$ cat src/ufr_pkg.sv
// Package for the UART frame receiver: sizes, codes and derived widths.
package ufr_pkg;

    localparam int SLOT_COUNT      = 3;
    localparam int MAX_FRAME_BYTES = 32;

    localparam int SLOT_W  = (SLOT_COUNT > 1) ? $clog2(SLOT_COUNT) : 1;
    localparam int POS_W   = $clog2(MAX_FRAME_BYTES + 1);
    localparam int IDX_W   = $clog2(MAX_FRAME_BYTES);
    localparam int DEPTH   = SLOT_COUNT * MAX_FRAME_BYTES;
    localparam int ADDR_W  = $clog2(DEPTH);
    localparam int CMP_W   = (POS_W > 6) ? POS_W : 6;

    localparam logic [5:0]  RST_FRAME_LENGTH = 6'd12;
    localparam logic [15:0] RST_IDLE_LIMIT   = 16'd300;
    localparam logic [7:0]  RST_SYNC_VALUE   = 8'hAA;
    localparam logic [15:0] IDLE_MAX         = 16'hFFFF;
    localparam int          MIN_FRAME_BYTES  = 3;

    typedef enum logic [1:0] {
        OP_BYTE    = 2'd0,
        OP_TICK    = 2'd1,
        OP_READ    = 2'd2,
        OP_RELEASE = 2'd3
    } t_op;

    typedef enum logic [3:0] {
        ST_IGNORED  = 4'd0,
        ST_STORED   = 4'd1,
        ST_GOOD     = 4'd2,
        ST_BADSUM   = 4'd3,
        ST_BUSY     = 4'd4,
        ST_TICK     = 4'd5,
        ST_READ     = 4'd6,
        ST_RELEASED = 4'd7,
        ST_NONE     = 4'd8
    } t_status;

    typedef enum logic [1:0] {
        CFG_FRAME_LENGTH = 2'd0,
        CFG_IDLE_LIMIT   = 2'd1,
        CFG_SYNC_VALUE   = 2'd2
    } t_cfg_index;

endpackage

$ cat src/ufr_ram.sv
// Generic single-port-write, single-port-read RAM with registered read data.
module ufr_ram #(
    parameter int WIDTH = 8,
    parameter int DEPTH = 96,
    localparam int AW   = (DEPTH > 1) ? $clog2(DEPTH) : 1
) (
    input  logic             i_clk,
    input  logic             i_wr_en,
    input  logic [AW-1:0]    i_wr_addr,
    input  logic [WIDTH-1:0] i_wr_data,
    input  logic             i_rd_en,
    input  logic [AW-1:0]    i_rd_addr,
    output logic [WIDTH-1:0] o_rd_data
);

    logic [WIDTH-1:0] r_mem [DEPTH];
    logic [WIDTH-1:0] r_rd_data;

    always_ff @(posedge i_clk) begin
        if (i_wr_en) begin
            r_mem[i_wr_addr] <= i_wr_data;
        end
        if (i_rd_en) begin
            r_rd_data <= r_mem[i_rd_addr];
        end
    end

    assign o_rd_data = r_rd_data;

endmodule

$ cat src/uart_frame_receiver_unit.sv
// UART frame receiver: sync hunt, fixed-length frame capture, sum check, slot ring.
//
// Slave channel (i_s_*): one beat per event. tuser carries the operation
// (byte, millisecond tick, read pending byte, release pending frame); tdata
// carries the received byte and the read index.
// Master channel (o_m_*): exactly one result beat per input beat, in order.
// tuser carries the status code; tdata carries slot, read data, stale-drop
// flag and the count of frames pending.
// Config channel (i_cfg_*): index 0 frame length, 1 idle limit, 2 sync byte;
// o_cfg_ready is always high. Write only while no beat is in flight.
// Throughput: one beat per cycle sustained while the master side keeps taking
// results. A result passes the registered read of the frame store, then the
// output register.
// The two stages form a small pipeline; when the master side stalls, both
// stages fill and o_s_tready drops until the output beat is taken.
// Reset (synchronous, active low) returns the receiver to hunting, empties
// all slots and restores the register defaults; the frame store is not
// cleared and needs no clearing pass.
module uart_frame_receiver_unit (
    input  logic        i_clk,
    input  logic        i_rst_n,
    input  logic        i_s_tvalid,
    output logic        o_s_tready,
    input  logic [15:0] i_s_tdata,  // [7:0] rx_byte, [12:8] read_index, [15:13] zero
    input  logic [1:0]  i_s_tuser,  // [1:0] operation
    output logic        o_m_tvalid,
    input  logic        i_m_tready,
    output logic [15:0] o_m_tdata,  // [1:0] slot, [9:2] read_data, [10] stale_dropped,
                                    // [12:11] frames_pending, [15:13] zero
    output logic [3:0]  o_m_tuser,  // [3:0] status
    input  logic        i_cfg_valid,
    output logic        o_cfg_ready,
    input  logic [1:0]  i_cfg_index,
    input  logic [15:0] i_cfg_data
);

    localparam int SW = ufr_pkg::SLOT_W;
    localparam int PW = ufr_pkg::POS_W;
    localparam int AW = ufr_pkg::ADDR_W;
    localparam int CW = ufr_pkg::CMP_W;

    // configuration
    logic [5:0]  r_frame_length;
    logic [15:0] r_idle_limit;
    logic [7:0]  r_sync_value;

    // receiver state
    logic                          r_in_frame,  n_in_frame;
    logic [PW-1:0]                 r_write_pos, n_write_pos;
    logic [7:0]                    r_sum,       n_sum;
    logic [15:0]                   r_idle,      n_idle;
    logic [ufr_pkg::SLOT_COUNT-1:0] r_slot_full, n_slot_full;
    logic [SW-1:0]                 r_fill_slot, n_fill_slot;
    logic [SW-1:0]                 r_drain_slot, n_drain_slot;

    // stage 1 and output stage
    logic             r_s1_valid;
    ufr_pkg::t_status r_s1_status;
    logic [SW-1:0]    r_s1_slot;
    logic             r_s1_rd_ok;
    logic             r_s1_stale;
    logic [1:0]       r_s1_pending;

    logic             r_o_valid;
    ufr_pkg::t_status r_o_status;
    logic [1:0]       r_o_slot;
    logic [7:0]       r_o_data;
    logic             r_o_stale;
    logic [1:0]       r_o_pending;

    // per-beat results
    ufr_pkg::t_status n_status;
    logic [SW-1:0]    n_slot;
    logic             n_rd_ok;
    logic             n_stale;
    logic [1:0]       n_pending;

    logic             s_acc, advance;
    ufr_pkg::t_op     in_op;
    logic [7:0]       in_byte;
    logic [4:0]       in_idx;
    logic [CW-1:0]    eff_len;
    logic             wr_en;
    logic [PW-1:0]    wr_pos;
    logic [AW-1:0]    wr_addr, rd_addr;
    logic [7:0]       rd_data;
    logic             stale_e;
    logic             in_frame_e;
    logic [PW-1:0]    pos_e;
    logic [PW-1:0]    pos_inc;

    assign advance    = !r_o_valid || i_m_tready;
    assign o_s_tready = !r_s1_valid || advance;
    assign s_acc      = i_s_tvalid && o_s_tready;
    assign o_cfg_ready = 1'b1;

    assign in_op   = ufr_pkg::t_op'(i_s_tuser);
    assign in_byte = i_s_tdata[7:0];
    assign in_idx  = i_s_tdata[12:8];

    // saturate the frame length into the legal range
    always_comb begin
        eff_len = CW'(r_frame_length);
        if (eff_len < CW'(ufr_pkg::MIN_FRAME_BYTES)) begin
            eff_len = CW'(ufr_pkg::MIN_FRAME_BYTES);
        end else if (eff_len > CW'(ufr_pkg::MAX_FRAME_BYTES)) begin
            eff_len = CW'(ufr_pkg::MAX_FRAME_BYTES);
        end
    end

    assign stale_e    = r_in_frame && (r_idle > r_idle_limit);
    assign in_frame_e = r_in_frame && !stale_e;
    assign pos_e      = stale_e ? '0 : r_write_pos;
    assign pos_inc    = pos_e + PW'(1);

    always_comb begin
        n_in_frame   = r_in_frame;
        n_write_pos  = r_write_pos;
        n_sum        = r_sum;
        n_idle       = r_idle;
        n_slot_full  = r_slot_full;
        n_fill_slot  = r_fill_slot;
        n_drain_slot = r_drain_slot;
        n_status     = ufr_pkg::ST_IGNORED;
        n_slot       = '0;
        n_rd_ok      = 1'b0;
        n_stale      = 1'b0;
        wr_en        = 1'b0;
        wr_pos       = '0;
        case (in_op)
            ufr_pkg::OP_BYTE: begin
                n_stale = stale_e;
                if (r_slot_full[r_fill_slot]) begin
                    // busy slot: back to hunting, silence count kept
                    n_in_frame  = 1'b0;
                    n_write_pos = '0;
                    n_sum       = '0;
                    n_status    = ufr_pkg::ST_BUSY;
                end else begin
                    n_idle = '0;
                    if (!in_frame_e) begin
                        n_in_frame  = 1'b0;
                        n_write_pos = '0;
                        n_sum       = '0;
                        if (in_byte == r_sync_value) begin
                            wr_en       = 1'b1;
                            n_write_pos = PW'(1);
                            n_in_frame  = 1'b1;
                            n_status    = ufr_pkg::ST_STORED;
                        end
                    end else if (CW'(pos_e) >= eff_len) begin
                        // frame length shrank under a partial frame
                        n_in_frame  = 1'b0;
                        n_write_pos = '0;
                        n_sum       = '0;
                    end else begin
                        wr_en  = 1'b1;
                        wr_pos = pos_e;
                        if (CW'(pos_inc) < eff_len) begin
                            n_write_pos = pos_inc;
                            n_sum       = r_sum + in_byte;
                            n_status    = ufr_pkg::ST_STORED;
                        end else begin
                            n_slot      = r_fill_slot;
                            n_in_frame  = 1'b0;
                            n_write_pos = '0;
                            n_sum       = '0;
                            if (r_sum != in_byte) begin
                                n_status = ufr_pkg::ST_BADSUM;
                            end else begin
                                n_status = ufr_pkg::ST_GOOD;
                                n_slot_full[r_fill_slot] = 1'b1;
                                if (r_fill_slot == SW'(ufr_pkg::SLOT_COUNT - 1)) begin
                                    n_fill_slot = '0;
                                end else begin
                                    n_fill_slot = r_fill_slot + SW'(1);
                                end
                            end
                        end
                    end
                end
            end
            ufr_pkg::OP_TICK: begin
                if (r_idle != ufr_pkg::IDLE_MAX) begin
                    n_idle = r_idle + 16'd1;
                end
                n_status = ufr_pkg::ST_TICK;
            end
            ufr_pkg::OP_READ: begin
                if (r_slot_full[r_drain_slot]) begin
                    n_status = ufr_pkg::ST_READ;
                    n_slot   = r_drain_slot;
                    n_rd_ok  = CW'(in_idx) < eff_len;
                end else begin
                    n_status = ufr_pkg::ST_NONE;
                end
            end
            ufr_pkg::OP_RELEASE: begin
                if (r_slot_full[r_drain_slot]) begin
                    n_status = ufr_pkg::ST_RELEASED;
                    n_slot   = r_drain_slot;
                    n_slot_full[r_drain_slot] = 1'b0;
                    if (r_drain_slot == SW'(ufr_pkg::SLOT_COUNT - 1)) begin
                        n_drain_slot = '0;
                    end else begin
                        n_drain_slot = r_drain_slot + SW'(1);
                    end
                end else begin
                    n_status = ufr_pkg::ST_NONE;
                end
            end
            default: begin
                n_status = ufr_pkg::ST_IGNORED;
            end
        endcase
        if ($countones(n_slot_full) > 3) begin
            n_pending = 2'd3;
        end else begin
            n_pending = 2'($countones(n_slot_full));
        end
    end

    assign wr_addr = AW'(r_fill_slot) * AW'(ufr_pkg::MAX_FRAME_BYTES) + AW'(wr_pos);
    assign rd_addr = AW'(r_drain_slot) * AW'(ufr_pkg::MAX_FRAME_BYTES)
                   + AW'(in_idx[ufr_pkg::IDX_W-1:0]);

    ufr_ram #(
        .WIDTH(8),
        .DEPTH(ufr_pkg::DEPTH)
    ) u_store (
        .i_clk    (i_clk),
        .i_wr_en  (s_acc && wr_en),
        .i_wr_addr(wr_addr),
        .i_wr_data(in_byte),
        .i_rd_en  (s_acc && n_rd_ok),
        .i_rd_addr(rd_addr),
        .o_rd_data(rd_data)
    );

    // configuration writes
    always_ff @(posedge i_clk) begin
        if (!i_rst_n) begin
            r_frame_length <= ufr_pkg::RST_FRAME_LENGTH;
            r_idle_limit   <= ufr_pkg::RST_IDLE_LIMIT;
            r_sync_value   <= ufr_pkg::RST_SYNC_VALUE;
        end else if (i_cfg_valid) begin
            case (ufr_pkg::t_cfg_index'(i_cfg_index))
                ufr_pkg::CFG_FRAME_LENGTH: r_frame_length <= i_cfg_data[5:0];
                ufr_pkg::CFG_IDLE_LIMIT:   r_idle_limit   <= i_cfg_data;
                ufr_pkg::CFG_SYNC_VALUE:   r_sync_value   <= i_cfg_data[7:0];
                default: begin
                end
            endcase
        end
    end

    // receiver state
    always_ff @(posedge i_clk) begin
        if (!i_rst_n) begin
            r_in_frame   <= 1'b0;
            r_write_pos  <= '0;
            r_sum        <= '0;
            r_idle       <= '0;
            r_slot_full  <= '0;
            r_fill_slot  <= '0;
            r_drain_slot <= '0;
        end else if (s_acc) begin
            r_in_frame   <= n_in_frame;
            r_write_pos  <= n_write_pos;
            r_sum        <= n_sum;
            r_idle       <= n_idle;
            r_slot_full  <= n_slot_full;
            r_fill_slot  <= n_fill_slot;
            r_drain_slot <= n_drain_slot;
        end
    end

    // pipeline control
    always_ff @(posedge i_clk) begin
        if (!i_rst_n) begin
            r_s1_valid <= 1'b0;
            r_o_valid  <= 1'b0;
        end else begin
            if (o_s_tready) begin
                r_s1_valid <= s_acc;
            end
            if (advance) begin
                r_o_valid <= r_s1_valid;
            end
        end
    end

    // pipeline payload: hold while stalled
    always_ff @(posedge i_clk) begin
        if (s_acc) begin
            r_s1_status  <= n_status;
            r_s1_slot    <= n_slot;
            r_s1_rd_ok   <= n_rd_ok;
            r_s1_stale   <= n_stale;
            r_s1_pending <= n_pending;
        end
        if (advance && r_s1_valid) begin
            r_o_status  <= r_s1_status;
            r_o_slot    <= 2'(r_s1_slot);
            r_o_data    <= r_s1_rd_ok ? rd_data : 8'd0;
            r_o_stale   <= r_s1_stale;
            r_o_pending <= r_s1_pending;
        end
    end

    assign o_m_tvalid = r_o_valid;
    assign o_m_tuser  = r_o_status;
    assign o_m_tdata  = {3'b000, r_o_pending, r_o_stale, r_o_data, r_o_slot};

    // the store is never written into a slot that still holds a frame
    a_no_overwrite: assert property (@(posedge i_clk) disable iff (!i_rst_n)
        (s_acc && wr_en) |-> !r_slot_full[r_fill_slot])
        else $error("frame store write into a full slot");

    // hunting keeps position and sum cleared; a frame in progress has its sync byte
    a_hunt_clear: assert property (@(posedge i_clk) disable iff (!i_rst_n)
        !r_in_frame |-> (r_write_pos == '0 && r_sum == '0))
        else $error("hunting with stale position or sum");

    a_frame_pos: assert property (@(posedge i_clk) disable iff (!i_rst_n)
        r_in_frame |-> (r_write_pos != '0))
        else $error("frame in progress at position zero");

    // a good frame marks its slot full
    a_good_marks: assert property (@(posedge i_clk) disable iff (!i_rst_n)
        (s_acc && n_status == ufr_pkg::ST_GOOD) |=> r_slot_full[$past(r_fill_slot)])
        else $error("good frame left its slot empty");

    // a stalled stage 1 beat keeps its payload
    a_s1_hold: assert property (@(posedge i_clk) disable iff (!i_rst_n)
        (r_s1_valid && !advance) |=> (r_s1_valid && $stable(r_s1_status)
                                      && $stable(r_s1_slot)))
        else $error("stage 1 beat changed while stalled");

endmodule

$ cat config.mk
export PLATFORM = sky130hd
export DESIGN_NAME = uart_frame_receiver_unit
export DESIGN_NICKNAME = d
export VERILOG_FILES = /design/src/ufr_pkg.sv /design/src/ufr_ram.sv /design/src/uart_frame_receiver_unit.sv
export SDC_FILE = /design/constraint.sdc
export NUM_CORES = 1
export LEC_CHECK = 0
export ABC_CLOCK_PERIOD_IN_PS = 7050
export BUFFER_PORTS_ARGS = -buffer_cell sky130_fd_sc_hd__buf_2
export CORE_MARGIN = 5
export CORE_UTILIZATION = 50
export CTS_CLUSTER_DIAMETER = 200
export DETAILED_ROUTE_END_ITERATION = 16
export HOLD_SLACK_MARGIN = 0.15
export PLACE_DENSITY_LB_ADDON = 0.1
export SYNTH_ARGS = -nofsm -noshare
export SYNTH_HDL_FRONTEND = slang
export SYNTH_HIERARCHICAL = 1
export SYNTH_SLANG_ARGS = --single-unit
$ cat constraint.sdc
create_clock -name i_clk -period 7.05 [get_ports i_clk]
set_input_delay 1.0575 -clock i_clk [delete_from_list [all_inputs] [get_ports i_clk]]
set_output_delay 1.0575 -clock i_clk [all_outputs]
set_load 0.05 [all_outputs]
==> impl_metrics.env <==
export IMPL_status="finished, final reports clean"
export IMPL_min_path_type="reg2reg"
export IMPL_cts_setup_buffers=0
export IMPL_avgSynthCellArea_um2=17.6
export IMPL_r2r_cells=17
export IMPL_synth_edff_count=803
export IMPL_slowest_delay_ps=1000
export IMPL_rsz0062_at_grt="false"
export IMPL_powerDensity_nw_per_um2=271
export IMPL_period_needed_ps=6240
export IMPL_grt_first_pass_wirelength_mm=125
export IMPL_path_cells="inv_1 > ha_1 > nand4_2 > nor4_1 > o21ai_1 > nand3_1 > and3b_1 > nor2b_1 > ha_1 > or3_1 > o221ai_1 > a21oi_1 > nor3_2 > and2_1 > nor2b_1 > nand3_1 > nor2_1"
export IMPL_ys_types=77
export IMPL_setup_violations=0
export IMPL_fin_nets=2233
export IMPL_cts_buffers=90
export IMPL_syn_area_um2=35700
export IMPL_insertion_delay_ps=640
export IMPL_netlist_instances=2031
export IMPL_fillerInstances=5538
export IMPL_core_area_um2=71100
export IMPL_crit_slowest_cell="nor2_1"
export IMPL_ant_nets=0
export IMPL_whs_path_depth=0
export IMPL_grt_antenna_before_repair=4
export IMPL_drv_slew=0
export IMPL_die_x_um=277
export IMPL_io_buffers=56
export IMPL_drive_gt1_frac=0.199
export IMPL_die_h_um=277
export IMPL_ctsHoldBuffers=0
export IMPL_die_area_um2=76800
export IMPL_fin_skew_ps=18.2
export IMPL_end_kind="flop"
export IMPL_setup_tns_ps=0
export IMPL_io_pin_count=64
export IMPL_area_growth_pct=12.3
export IMPL_grt_remaining_overflow=0
export IMPL_min_period_over_period=0.885
export IMPL_p_leak_nw=13.2
export IMPL_ctsHtreeMaxLevel=3
export IMPL_wl_per_cell_um=26.7
export IMPL_dp_hpwl_mm=53.1
export IMPL_drt_initial_drc_count=1948
export IMPL_cp_required_ps=7310
export IMPL_start_util=0.501
export IMPL_critPathLaunchType="flop"
export IMPL_slew_headroom=0.332
export IMPL_cap_violations=0
export IMPL_yosysWarningCount=6
export IMPL_ir_worst_vdd_uv=181
export IMPL_max_freq_ghz=0.160
export IMPL_fin_util=0.563
export IMPL_ctsRootBufferMaster="clkbuf_16"
export IMPL_drt_pass1_iter_count=7
export IMPL_vias_per_cell=6.00
export IMPL_path_class="reg2reg"
export IMPL_synth_async_reset_ratio=0
export IMPL_cts_tree="built"
export IMPL_drt_wl_total_mm=84.3
export IMPL_post_route_drc_count=0
export IMPL_path_clk_slew_ps=60
export IMPL_fin_cells=3161
export IMPL_placedCellCount=3002
export IMPL_cts_sinks=873
export IMPL_synth_flop_cell="edfxtp_1"
export IMPL_mostFrequentLayoutCells="803 x edfxtp_1, 179 x mux4_2, 146 x nor2_1"
export IMPL_arrival_ps=6500
export IMPL_yosysSeqAreaShare=0.716
export IMPL_std_cell_rows=98
export IMPL_final_common_cell="edfxtp_1"
export IMPL_cp_max_fo=14
export IMPL_grt_max_degree=83
export IMPL_gp_congestion=0.847
export IMPL_track_usage=0.218
export IMPL_finalHoldWorstSlack_ps=416
export IMPL_clockBufferDepth=3
export IMPL_grt_pass1_vias=19000
export IMPL_finalHoldViolations=0
export IMPL_synth_seq_cells=873
export IMPL_vias=19000
export IMPL_worst_pin_slew_ps=1000
export IMPL_cts_resized=0
==> critical path: cells and delay by family, from the launching register on <==
| kind | cells | cell delay (ps) |
|---|---|---|
| simple gates | 11 | 4310 |
| compound gates | 3 | 580 |
| fa+ha+maj | 2 | 550 |
| flops | 1 | 330 |
| buf+inv | 1 | 60 |
==> power breakdown <==
part / total [mW] / internal, mW / switching, mW
clock: 4.69 / 2.76 / 1.93
sequential: 5.67 / 5.66 / 0.00560
combinational: 0.510 / 0.172 / 0.339
total: 10.9 / 8.60 / 2.27
==> layer usage <==
layer | track usage | wire length (um)
met1 | 0.307 | 35600
met2 | 0.352 | 40700
met3 | 0.0394 | 5470
met4 | 0.0678 | 2450
met5 | 0 | 0
==> sequential cells by signal, indices dropped and copies added (netlist names) <==
| register | cells |
|---|---|
| u_store/r_mem | 768 |
| r_idle | 16 |
| r_idle_limit | 16 |
| r_o_data | 8 |
| r_sum | 8 |
| r_sync_value | 8 |
| u_store/o_rd_data | 8 |
| r_frame_length | 6 |
| r_write_pos | 6 |
| o_m_tuser | 4 |
| r_s1_status | 4 |
| r_slot_full | 3 |
| r_drain_slot | 2 |
| r_fill_slot | 2 |
| r_o_pending | 2 |
| r_o_slot | 2 |
| r_s1_pending | 2 |
| r_s1_slot | 2 |
| o_m_tvalid | 1 |
| r_in_frame | 1 |
| r_o_stale | 1 |
| r_s1_rd_ok | 1 |
| r_s1_stale | 1 |
| r_s1_valid | 1 |
==> metrics by stage <==
step	power, mW	cell area, um2	setup slack [ps]
3_5_place_dp	6.30	37200	895
2_1_floorplan	6.08	35700	2130
4_1_cts	11.0	40100	848
5_1_grt	11.2	40100	308
3_3_place_gp	6.29	37200	956
6_report	10.9	40100	808
==> cell families (layout without fill, tap and decap cells) <==
group,Yosys count,in the layout,synth area share
AO/OA/AOI/OAI,203,203,0.0410
multiplexers,254,254,0.134
buffers and inverters,129,306,0.0179
other,2,5,0.000211
AND/OR/NAND/NOR,488,488,0.0655
flip-flops,873,873,0.716
adder cells (fa/ha/maj),48,48,0.0173
XOR/XNOR,34,34,0.00835
==> final timing paths <==
path | end | slack (ps) | startpoint
setup / recovery | u_store/r_mem[13][2] | 810 | r_idle_limit[15]
hold / removal | o_m_tuser[3] | 420 | r_s1_status[3]
setup reg to reg | u_store/r_mem[13][2] | 810 | r_idle_limit[15]
hold reg to reg | o_m_tuser[3] | 420 | r_s1_status[3]
==> Yosys cell counts (3+ instances only) <==
cell type    n  area share
edfxtp_1   803        0.68
mux4_2     179        0.11
nor2_1     146       0.015
nand2_1    128       0.013
mux2i_1     71       0.020
dfxtp_1     70       0.039
nand3_1     55      0.0077
nor2b_1     49      0.0086
ha_1        46       0.016
clkbuf_1    38      0.0040
a22oi_1     36      0.0076
inv_1       31      0.0033
xor2_1      28      0.0069
buf_2       27      0.0038
o21ai_0     25      0.0035
a21oi_1     23      0.0032
and2_1      23      0.0040
buf_4       22      0.0046
nor3_1      22      0.0031
nand2b_1    18      0.0032
a21boi_0    14      0.0029
o211ai_1    12      0.0025
nand4_1     10      0.0018
a221oi_1     9      0.0022
o22ai_1      9      0.0016
and3_1       8      0.0014
a31oi_1      7      0.0012
o21a_1       7      0.0015
a21o_1       6      0.0013
nor4_1       6      0.0011
o21ai_1      6     0.00084
xnor2_1      6      0.0015
buf_1        5     0.00053
buf_6        5      0.0016
nand3b_1     5      0.0011
o221ai_1     5      0.0012
o31ai_1      5      0.0011
a2111oi_0    4     0.00098
a211oi_1     4     0.00084
mux2_2       4      0.0013
o2111ai_1    4     0.00098
a21boi_1     3     0.00063
a221o_1      3     0.00084
==> cell type report <==
cell class / count / area, um2 / area share
sequential: 873 / 25500 / 0.637
multi-input combinational: 1031 / 9520 / 0.238
clock buffer: 104 / 2330 / 0.0581
tap: 950 / 1190 / 0.0297
timing repair buffer: 116 / 811 / 0.0202
clock inverter: 54 / 573 / 0.0143
inverter: 32 / 120 / 0.00300
antenna: 1 / 2.50 / 0.0000625
No activity file was read; power rests on OpenSTA's default activity.
